$ cat src/design/rwvh_pkg.sv
// Types and fixed constants of the repeated-word vote block.
// No dependencies; imported by the top level.
package rwvh_pkg;

	localparam int WORD_COUNT = 8;
	localparam int WORD_W     = 16;
	localparam int MSG_W      = 15;
	localparam int THR_W      = 3;
	localparam int HOLD_W     = 16;
	localparam int CNT_W      = $clog2(WORD_COUNT);
	localparam int IDX_W      = $clog2(WORD_COUNT);
	localparam int CMP_W      = (CNT_W > THR_W) ? CNT_W : THR_W;

	localparam int PADDR_W = 3;
	localparam int PDATA_W = 32;

	// Register select taken from paddr[2].
	localparam logic REG_THRESHOLD = 1'b0;
	localparam logic REG_HOLDOFF   = 1'b1;

	localparam logic [THR_W-1:0]  THRESHOLD_RST = THR_W'(3);
	localparam logic [HOLD_W-1:0] HOLDOFF_RST   = HOLD_W'(10);

	typedef logic signed [WORD_W-1:0] word_t;

	typedef struct packed {
		logic             accepted;
		logic [MSG_W-1:0] message;
		logic             flush_request;
	} result_t;

endpackage

$ cat src/design/repeated_word_vote_with_holdoff.sv
// Repeated-word vote with holdoff: one tick beat in, one result beat out.
// Path: a taken tick beat passes the input register, then the result register, and
// leaves as the result beat; a stall on the result channel can hold it in either one.
// Throughput: one beat per cycle unless result_stall holds it; the vote compares and the
// holdoff counter update sit between the two registers, where the counter closes its loop.
// Reset (arst_n low, asynchronous): pipeline empty, holdoff counter 0, threshold 3,
// holdoff ticks 10. Depends on rwvh_pkg.
module repeated_word_vote_with_holdoff (
	input  logic                          clk,
	input  logic                          arst_n,
	// tick channel
	input  logic                          item_valid,
	output logic                          item_stall,
	input  logic                          packet_present,
	input  rwvh_pkg::word_t               word_0,
	input  rwvh_pkg::word_t               word_1,
	input  rwvh_pkg::word_t               word_2,
	input  rwvh_pkg::word_t               word_3,
	input  rwvh_pkg::word_t               word_4,
	input  rwvh_pkg::word_t               word_5,
	input  rwvh_pkg::word_t               word_6,
	input  rwvh_pkg::word_t               word_7,
	// result channel
	output logic                          result_valid,
	input  logic                          result_stall,
	output logic                          accepted,
	output logic [rwvh_pkg::MSG_W-1:0]    message,
	output logic                          flush_request,
	// configuration port
	input  logic                          psel,
	input  logic                          penable,
	input  logic                          pwrite,
	input  logic [rwvh_pkg::PADDR_W-1:0]  paddr,
	input  logic [rwvh_pkg::PDATA_W-1:0]  pwdata,
	output logic [rwvh_pkg::PDATA_W-1:0]  prdata,
	output logic                          pready
);
	import rwvh_pkg::*;

	// ---------------------------------------------------------------
	// Configuration registers
	// ---------------------------------------------------------------
	logic [THR_W-1:0]  threshold_q;
	logic [HOLD_W-1:0] holdoff_ticks_q;
	logic              cfg_wr;
	logic              reg_sel;

	assign pready  = 1'b1;
	assign reg_sel = paddr[2];
	assign cfg_wr  = psel & penable & pwrite & pready;

	always_ff @(posedge clk or negedge arst_n) begin
		if (!arst_n) begin
			threshold_q     <= THRESHOLD_RST;
			holdoff_ticks_q <= HOLDOFF_RST;
		end else if (cfg_wr) begin
			case (reg_sel)
				REG_THRESHOLD: threshold_q     <= pwdata[THR_W-1:0];
				REG_HOLDOFF:   holdoff_ticks_q <= pwdata[HOLD_W-1:0];
				default: ;
			endcase
		end
	end

	always_comb begin
		case (reg_sel)
			REG_THRESHOLD: prdata = PDATA_W'(threshold_q);
			REG_HOLDOFF:   prdata = PDATA_W'(holdoff_ticks_q);
			default:       prdata = '0;
		endcase
	end

	// ---------------------------------------------------------------
	// Pipeline control: stage 1 is the input register, stage 2 the
	// result register. Stage 2 moves when it is empty or its beat is
	// taken; stage 1 then hands over and can take a new beat the same
	// cycle, so a waiting result blocks the next tick only if stage 1 is full.
	// ---------------------------------------------------------------
	logic    valid_s1;
	logic    valid_s2;
	logic    advance;
	logic    take_in;

	assign advance    = !valid_s2 || !result_stall;
	assign item_stall = valid_s1 && !advance;
	assign take_in    = item_valid && !item_stall;

	// Stage 1 payload
	logic  present_s1;
	word_t word_s1 [WORD_COUNT];
	word_t word_in [WORD_COUNT];

	assign word_in[0] = word_0;
	assign word_in[1] = word_1;
	assign word_in[2] = word_2;
	assign word_in[3] = word_3;
	assign word_in[4] = word_4;
	assign word_in[5] = word_5;
	assign word_in[6] = word_6;
	assign word_in[7] = word_7;

	always_ff @(posedge clk) begin
		if (take_in) begin
			present_s1 <= packet_present;
			word_s1    <= word_in;
		end
	end

	always_ff @(posedge clk or negedge arst_n) begin
		if (!arst_n) begin
			valid_s1 <= 1'b0;
		end else if (take_in) begin
			valid_s1 <= 1'b1;
		end else if (advance) begin
			valid_s1 <= 1'b0;
		end
	end

	// ---------------------------------------------------------------
	// Vote: for each candidate count the equal words after it, then
	// pick the lowest candidate that reaches the threshold.
	// ---------------------------------------------------------------
	logic [CNT_W-1:0]      match_cnt [WORD_COUNT-1];
	logic [WORD_COUNT-2:0] qualifies;
	logic                  found;
	logic [IDX_W-1:0]      pick;
	word_t                 pick_word;
	logic                  pick_positive;

	always_comb begin
		for (int i = 0; i < WORD_COUNT - 1; i++) begin
			match_cnt[i] = '0;
			for (int j = i + 1; j < WORD_COUNT; j++) begin
				if (word_s1[j] == word_s1[i]) begin
					match_cnt[i] = match_cnt[i] + CNT_W'(1);
				end
			end
			qualifies[i] = CMP_W'(match_cnt[i]) >= CMP_W'(threshold_q);
		end
	end

	always_comb begin
		found = |qualifies;
		pick  = '0;
		// scan from the top down so the lowest index wins
		for (int i = WORD_COUNT - 2; i >= 0; i--) begin
			if (qualifies[i]) begin
				pick = IDX_W'(i);
			end
		end
	end

	assign pick_word     = word_s1[pick];
	assign pick_positive = !pick_word[WORD_W-1] && (pick_word != '0);

	// ---------------------------------------------------------------
	// Holdoff counter and result of the tick in stage 1.
	// ---------------------------------------------------------------
	logic [HOLD_W-1:0] holdoff_q;
	logic [HOLD_W-1:0] holdoff_next;
	logic              hold_active;
	result_t           res_next;
	result_t           res_s2;

	assign hold_active = holdoff_q != '0;

	always_comb begin
		res_next     = '0;
		holdoff_next = holdoff_q;
		if (present_s1 && !hold_active) begin
			// vote only when no holdoff is running
			if (found && pick_positive) begin
				res_next.accepted = 1'b1;
				res_next.message  = pick_word[MSG_W-1:0];
				holdoff_next      = holdoff_ticks_q;
			end
		end else if (hold_active) begin
			// drop the packet, count down and ask for a flush
			holdoff_next           = holdoff_q - HOLD_W'(1);
			res_next.flush_request = 1'b1;
		end
	end

	always_ff @(posedge clk or negedge arst_n) begin
		if (!arst_n) begin
			holdoff_q <= '0;
			valid_s2  <= 1'b0;
		end else if (advance) begin
			valid_s2 <= valid_s1;
			if (valid_s1) begin
				holdoff_q <= holdoff_next;
			end
		end
	end

	always_ff @(posedge clk) begin
		if (advance && valid_s1) begin
			res_s2 <= res_next;
		end
	end

	assign result_valid  = valid_s2;
	assign accepted      = res_s2.accepted;
	assign message       = res_s2.message;
	assign flush_request = res_s2.flush_request;

endmodule

$ cat config.mk
export PLATFORM = sky130hd
export DESIGN_NAME = repeated_word_vote_with_holdoff
export DESIGN_NICKNAME = d
export VERILOG_FILES = /design/src/design/rwvh_pkg.sv /design/src/design/repeated_word_vote_with_holdoff.sv
export SDC_FILE = /design/constraint.sdc
export NUM_CORES = 1
export LEC_CHECK = 0
export BUFFER_PORTS_ARGS = -buffer_cell sky130_fd_sc_hd__buf_2
export CORE_UTILIZATION = 59
export CTS_CLUSTER_DIAMETER = 100
export DETAILED_ROUTE_END_ITERATION = 10
export PLACE_DENSITY = 0.82
export RECOVER_POWER = 25
export SYNTH_ARGS = -nofsm -noshare
export SYNTH_HDL_FRONTEND = slang
export SYNTH_SLANG_ARGS = --single-unit
$ cat constraint.sdc
create_clock -name clk -period 7.41 [get_ports clk]
set_input_delay 1.482 -clock clk [delete_from_list [all_inputs] [get_ports clk]]
set_output_delay 1.482 -clock clk [all_outputs]
set_load 0.01 [all_outputs]
Yosys cells after proc, flatten, opt, wreduce, memory -nomap -nowiden. Index checks and enable logic that the tools add are counted.

Div/mod/pow operators: 0. Mux-type cells: 46. Bitwise operators: 4. Magnitude comparators: 8. Multipliers: 0. Add/subtract/negate cells: 22. Shift-type cells: 0. Equal/unequal tests: 29. Reductions and logical operators: 22.

Operators with widths (number): 16-bit == test (28); 16-bit two-way mux (6); 3-bit two-way mux (28); 32-bit one-hot mux with 2 select lines (1); 3-bit by 1-bit adder with 3-bit output, second input constant (21); 16-bit binary-select mux with 3-bit select (1); 16-bit nonzero test (2); 3-bit greater-or-equal comparator (7); 16-bit by 1-bit subtractor with 16-bit output, second input constant (1); 1-bit two-way mux (10); 7-bit OR reduction (1); 1-bit logical AND (6); 1-bit logical NOT (6); 2-bit AND reduction (3); 4-bit greater-or-equal comparator, second input constant (1); 3-bit inverter with 4-bit output (1); 4-bit AND reduction (1); 2-bit nonzero test (2); 1-bit AND (2); 2-bit by 1-bit inequality test with 1-bit output, second input constant (1); 1-bit logical OR (1); 1-bit inverter (1).

Bits in latches: 0. Word-level logic and storage cells: 148. RAM bits: 0. Flip-flop bits (word level): 183. Memories: 0. Memory bits (read-only): 0.

Logic depth before layout (Yosys ltp).
Depth after elaboration: 25. Gate-level depth with buffers: 33.

Least setup slack after synthesis. No wires, ideal clock.

Kind: flip-flop to flip-flop. From: register word_s1[86] (netlist name). To: register holdoff_q[12]. Required time: 7285 ps. Setup time: 125 ps. Path slack: 658 ps. Cell stages (with the launch flop): 31. Buffers on the path: 2. Arrival time: 6628 ps. Clock period less this slack: 6752 ps. Cells stage by stage: edfxtp_1 clkbuf_1 xor2_1 nor4_1 nand4_1 ha_1 xnor2_1 inv_1 ha_1 xnor2_1 nand2_1 o21ai_0 ha_1 mux2_2 ha_1 nand2_1 xnor2_1 xnor2_1 xnor2_1 ha_1 a21oi_1 o21ai_1 or2_0 buf_2 nor2_2 mux4_2 mux2_2 nor4_4 a21oi_4 o2111ai_1 mux2_2.

Longest elaborated chain between the ends: 24. Elaborated cells between the ends (all ways): 55. Those cells by class: add/sub (14); order compare (3); eq/ne (8); mux (23); bitwise (1); reduce/logical (6).

Ends and longest elaborated chain: from (decl) (RTL line repeated_word_vote_with_holdoff.sv:90) `word_t word_s1 [WORD_COUNT];`; from (signal assigned) (RTL line repeated_word_vote_with_holdoff.sv:105) `word_s1 <= word_in;`; 16-bit == test (RTL line repeated_word_vote_with_holdoff.sv:134) `if (word_s1[j] == word_s1[i]) begin`; 1-bit two-way mux (RTL line repeated_word_vote_with_holdoff.sv:134); 3-bit by 1-bit adder with 3-bit output (RTL line repeated_word_vote_with_holdoff.sv:135) `match_cnt[i] = match_cnt[i] + CNT_W'(1);`; 3-bit two-way mux (RTL line repeated_word_vote_with_holdoff.sv:134); 3-bit by 1-bit adder with 3-bit output (RTL line repeated_word_vote_with_holdoff.sv:135); 3-bit two-way mux (RTL line repeated_word_vote_with_holdoff.sv:134); 3-bit by 1-bit adder with 3-bit output (RTL line repeated_word_vote_with_holdoff.sv:135); 3-bit two-way mux (RTL line repeated_word_vote_with_holdoff.sv:134); [... 7 more ...]; 3-bit inverter with 4-bit output (not written as such) (RTL line repeated_word_vote_with_holdoff.sv:153) `assign pick_word = word_s1[pick];`; 16-bit binary-select mux with 3-bit select (RTL line repeated_word_vote_with_holdoff.sv:153); 16-bit two-way mux (not written as such) (2 in series) (RTL line repeated_word_vote_with_holdoff.sv:153); 16-bit nonzero test / 1-bit logical NOT (equally long branches) (RTL line repeated_word_vote_with_holdoff.sv:154) `assign pick_positive = !pick_word[WORD_W-1] && (pick_word != '0);`; 1-bit logical AND (RTL line repeated_word_vote_with_holdoff.sv:154); 1-bit logical AND * (RTL line repeated_word_vote_with_holdoff.sv:172) `if (found && pick_positive) begin`; 2-bit by 1-bit inequality test with 1-bit output (no line) *; 4-bit AND reduction (no line) *; to (signal assigned) (RTL line repeated_word_vote_with_holdoff.sv:191) `holdoff_q <= holdoff_next;`; to (decl) (RTL line repeated_word_vote_with_holdoff.sv:159) `logic [HOLD_W-1:0] holdoff_q;`.

Every way passes the cells marked *; elsewhere a longest branch is shown, timed or not. The select of a mux whose other input is x is not followed. A chain may end at the register's enable or synchronous reset.

Final worst setup path.
From: register word_s1[78] (netlist name). To: register holdoff_q[11].

Longest elaborated chain between the ends: 23. Elaborated cells between the ends (all ways): 60. Those cells by class: add/sub (15); order compare (4); eq/ne (8); mux (26); bitwise (1); reduce/logical (6).

Ends and longest elaborated chain (RTL line): 16-bit == test (repeated_word_vote_with_holdoff.sv:134); 1-bit two-way mux (repeated_word_vote_with_holdoff.sv:134); 3-bit by 1-bit adder with 3-bit output (repeated_word_vote_with_holdoff.sv:135); 3-bit two-way mux (repeated_word_vote_with_holdoff.sv:134); 3-bit by 1-bit adder with 3-bit output (repeated_word_vote_with_holdoff.sv:135); 3-bit two-way mux (repeated_word_vote_with_holdoff.sv:134); 3-bit by 1-bit adder with 3-bit output (repeated_word_vote_with_holdoff.sv:135); 3-bit two-way mux (repeated_word_vote_with_holdoff.sv:134); [... 6 more ...]; 3-bit inverter with 4-bit output (not written as such) (repeated_word_vote_with_holdoff.sv:153); 16-bit binary-select mux with 3-bit select (repeated_word_vote_with_holdoff.sv:153); 16-bit two-way mux (not written as such) (2 in series) (repeated_word_vote_with_holdoff.sv:153); 16-bit nonzero test / 1-bit logical NOT (equally long branches) (repeated_word_vote_with_holdoff.sv:154); 1-bit logical AND (repeated_word_vote_with_holdoff.sv:154); 1-bit logical AND * (repeated_word_vote_with_holdoff.sv:172); 2-bit by 1-bit inequality test with 1-bit output (no line) *; 4-bit AND reduction (no line) *.

Marks and branches as above.

==> flow_metrics.env <==
export IMPL_drc=0
export IMPL_grt_pass1_vias=12600
export IMPL_path_max_fanout=11
export IMPL_synth_ff_type="edfxtp_1"
export IMPL_fp_dieH_um=160
export IMPL_clockBufferDepth=2
export IMPL_post_dp_hpwl_mm=37.8
export IMPL_numPlacedInstances=1985
export IMPL_clk_latency_ns=0.45
export IMPL_synthCells=1528
export IMPL_tns_ns=0
export IMPL_drt_iter0_markers=1913
export IMPL_io_buffers=187
export IMPL_seqCellArea_um2=5320
export IMPL_hold_violations=0
export IMPL_power_mw=3.63
export IMPL_boundaryPins=223
export IMPL_cts_hold_buf=0
export IMPL_slowest_stage="edfxtp_1"
export IMPL_worstSetupPathType="reg -> reg"
export IMPL_gp_congestion=1.05
export IMPL_first_pass_iters=6
export IMPL_synth_top_family_by_area="XOR/XNOR gates"
export IMPL_synth_cell_types=71
export IMPL_critPathArrivalTime_ns=7.44
export IMPL_critPathLaunchType="register"
export IMPL_h_tree_depth=4
export IMPL_vdd_drop_max_mv=0.156
export IMPL_drv_slew=0
export IMPL_synth_compound_area_frac=0.0597
export IMPL_clock_sinks=183
export IMPL_dp_slack_ns=0.00818
export IMPL_fin_crit_sh=0.958
export IMPL_fin_skew_ns=0.0206
export IMPL_fin_cells=2019
export IMPL_antenna_found_initial=1
export IMPL_gr_total_overflow=0
export IMPL_p_per_area_nw_per_um2=216
export IMPL_hold_path_class="reg -> reg"
export IMPL_netlist_top_cells_area="edfxtp_1 30%, xor2_1 16%, xnor2_1 12%, dfrtp_1 5.6%, ha_1 3.3%"
export IMPL_fillers=1887
export IMPL_worst_pin_slew_ns=1.19
export IMPL_viasPerCell=6.37
export IMPL_place_area_um2=16200
export IMPL_cpMostUsedCell="ha_1"
export IMPL_synthXorXnorAreaFrac=0.283
export IMPL_row_count=57
export IMPL_status="complete, no violations"
export IMPL_post_route_util=0.690
export IMPL_grt_first_pass_wirelength_mm=79.0
export IMPL_syn_to_final_growth_pct=14.4
export IMPL_synthSimpleGateAreaFrac=0.166
export IMPL_synth_edf_count=146
export IMPL_grt_max_degree=58
export IMPL_hold_path_cell_count=1
export IMPL_antenna_left=0
export IMPL_cap_violations=0
export IMPL_worst_ep_required_time_ns=7.75
export IMPL_setup_viol=0
export IMPL_yosys_mux_area_fraction=0.0359
export IMPL_cts_buffers=17
export IMPL_yosys_warnings=0
export IMPL_routed_wl_mm=53.4
export IMPL_synth_fa_ha_area_frac=0.0332
export IMPL_die_area_um2=25600
export IMPL_end_kind="register"
export IMPL_avgSynthCellArea_um2=9.63
export IMPL_multi_input_comb_area_um2=8590
export IMPL_final_setup_worst_slack_ns=0.313
export IMPL_cpPeakStageDelay_ns=0.59
export IMPL_num_antenna_cells=0
export IMPL_start_util=0.603
export IMPL_cts_tree="done"
export IMPL_hold_ws_ns=0.499
export IMPL_syn_area_um2=14700
export IMPL_grt_usage=0.422
export IMPL_drive_gt1_frac=0.232
export IMPL_design_area_um2=16800
export IMPL_worstRegToRegCells=29
export IMPL_wl_per_cell_um=26.5
export IMPL_synth_commonest_cells="267 x xor2_1, 208 x xnor2_1, 146 x edfxtp_1"
export IMPL_synth_area_leader_cell="edfxtp_1"
export IMPL_root_buffer="clkbuf_16"
export IMPL_clk_pin_slew_ns=0.08
export IMPL_vias=12900
export IMPL_period_needed_ns=7.10
export IMPL_synth_top_cell_area_share=0.298
export IMPL_yosysMostFrequentCell="xor2_1"
export IMPL_ys_seq_area_frac=0.361
export IMPL_synth_seq_cells=183
export IMPL_rsz0062_at_grt="no"
export IMPL_die_x_um=160
export IMPL_relSlewSlack=0.209
export IMPL_leakage_nw=6.76
export IMPL_fmax_ghz=0.141
export IMPL_core_area_um2=24400
export IMPL_async_flop_share=0.202
export IMPL_nNetsFinal=1892
worst max-delay path, delay by kind of cell, from the launching register on:
family | cells | cell delay, ns
buffers and inverters | 5 | 0.93
AOI/OAI and AO/OA | 7 | 1.43
muxes | 2 | 0.55
adders and majority gates | 5 | 1.39
and+or+nand+nor | 6 | 1.35
DFF | 1 | 0.59
xor gates and xnor gates | 4 | 0.75
metal layers:
layer,wire [µm],vias to the layer above,GRT usage,share of wire
met5,0,-,0,0
li1,-,5549,-,-
met3,7660,247,0.129,0.14
met2,22500,1077,0.630,0.42
met4,3890,0,0.262,0.073
met1,19400,5983,0.537,0.36
worst paths after layout:
kind | slack [ns] | start | to
max | 0.31 | word_s1[78] | holdoff_q[11]
min | 0.50 | valid_s1 | result_valid
max reg2reg | 0.31 | word_s1[78] | holdoff_q[11]
min reg2reg | 0.50 | valid_s1 | result_valid
max in group asynchronous | 5.74 | arst_n | holdoff_ticks_q[5]
min in group asynchronous | 1.14 | arst_n | holdoff_q[9]
timing repair:
action | CTS | global route
setup buffers | 2 | 0
setup endpoints to repair | 3 | 17
resized for setup | 0 | 6
pin swaps | 1 | 5
where the power goes:
group	switching, mW	internal, mW
logic	0.724	0.531
registers	0.202	1.24
clock network	0.474	0.459
cells in the final DEF, fill, tap and decap left out, types with 4 or more instances in the layout:
cell / Yosys / routed
edfxtp_1: 146 / 146
o221ai_1: 4 / 4
and4_1: 4 / 4
buf_2: 27 / 187
a21boi_0: 8 / 8
inv_1: 29 / 29
mux2i_1: 10 / 10
and2_1: 19 / 17
xor2_1: 267 / 267
clkbuf_16: 0 / 17
or4_1: 11 / 11
or3_1: 11 / 11
a21oi_1: 21 / 21
o22a_1: 9 / 9
nand4_1: 63 / 63
o211ai_1: 4 / 4
a311o_1: 5 / 5
ha_1: 39 / 39
nand2b_1: 5 / 5
mux2_2: 34 / 34
and3_1: 13 / 13
conb_1: 2 / 17
nand3_1: 54 / 54
dfstp_2: 4 / 4
buf_4: 18 / 111
dfrtp_1: 33 / 33
nor3_1: 19 / 19
o21a_1: 4 / 4
a31oi_1: 10 / 9
clkinv_8: 0 / 5
o21ai_0: 11 / 11
nor2_1: 36 / 36
xnor2_1: 208 / 207
nand2_1: 123 / 123
nor2b_1: 10 / 10
nor4_1: 78 / 78
flip-flops by register name, indices dropped and copies added, names as in the netlist:
name,count
present_s1,1
holdoff_ticks_q,16
valid_s1,1
word_s1,128
threshold_q,3
accepted,1
message,15
holdoff_q,16
result_valid,1
flush_request,1
cells by family after synthesis:
group,Yosys count
buffers and inverters,209
xor gates and xnor gates,475
muxes,46
AOI/OAI and AO/OA,116
other,2
DFF,183
and+or+nand+nor,458
adders and majority gates,39
layout make-up:
| cell class | instances | share of cell area |
|---|---|---|
| clock buffer | 18 | 0.0255 |
| clock inverter | 14 | 0.0103 |
| inverter | 29 | 0.00647 |
| multi-input combinational | 1151 | 0.511 |
| sequential | 183 | 0.316 |
| tap | 324 | 0.0241 |
| timing repair buffer | 300 | 0.107 |
No activity file was read; power rests on OpenSTA's default activity.
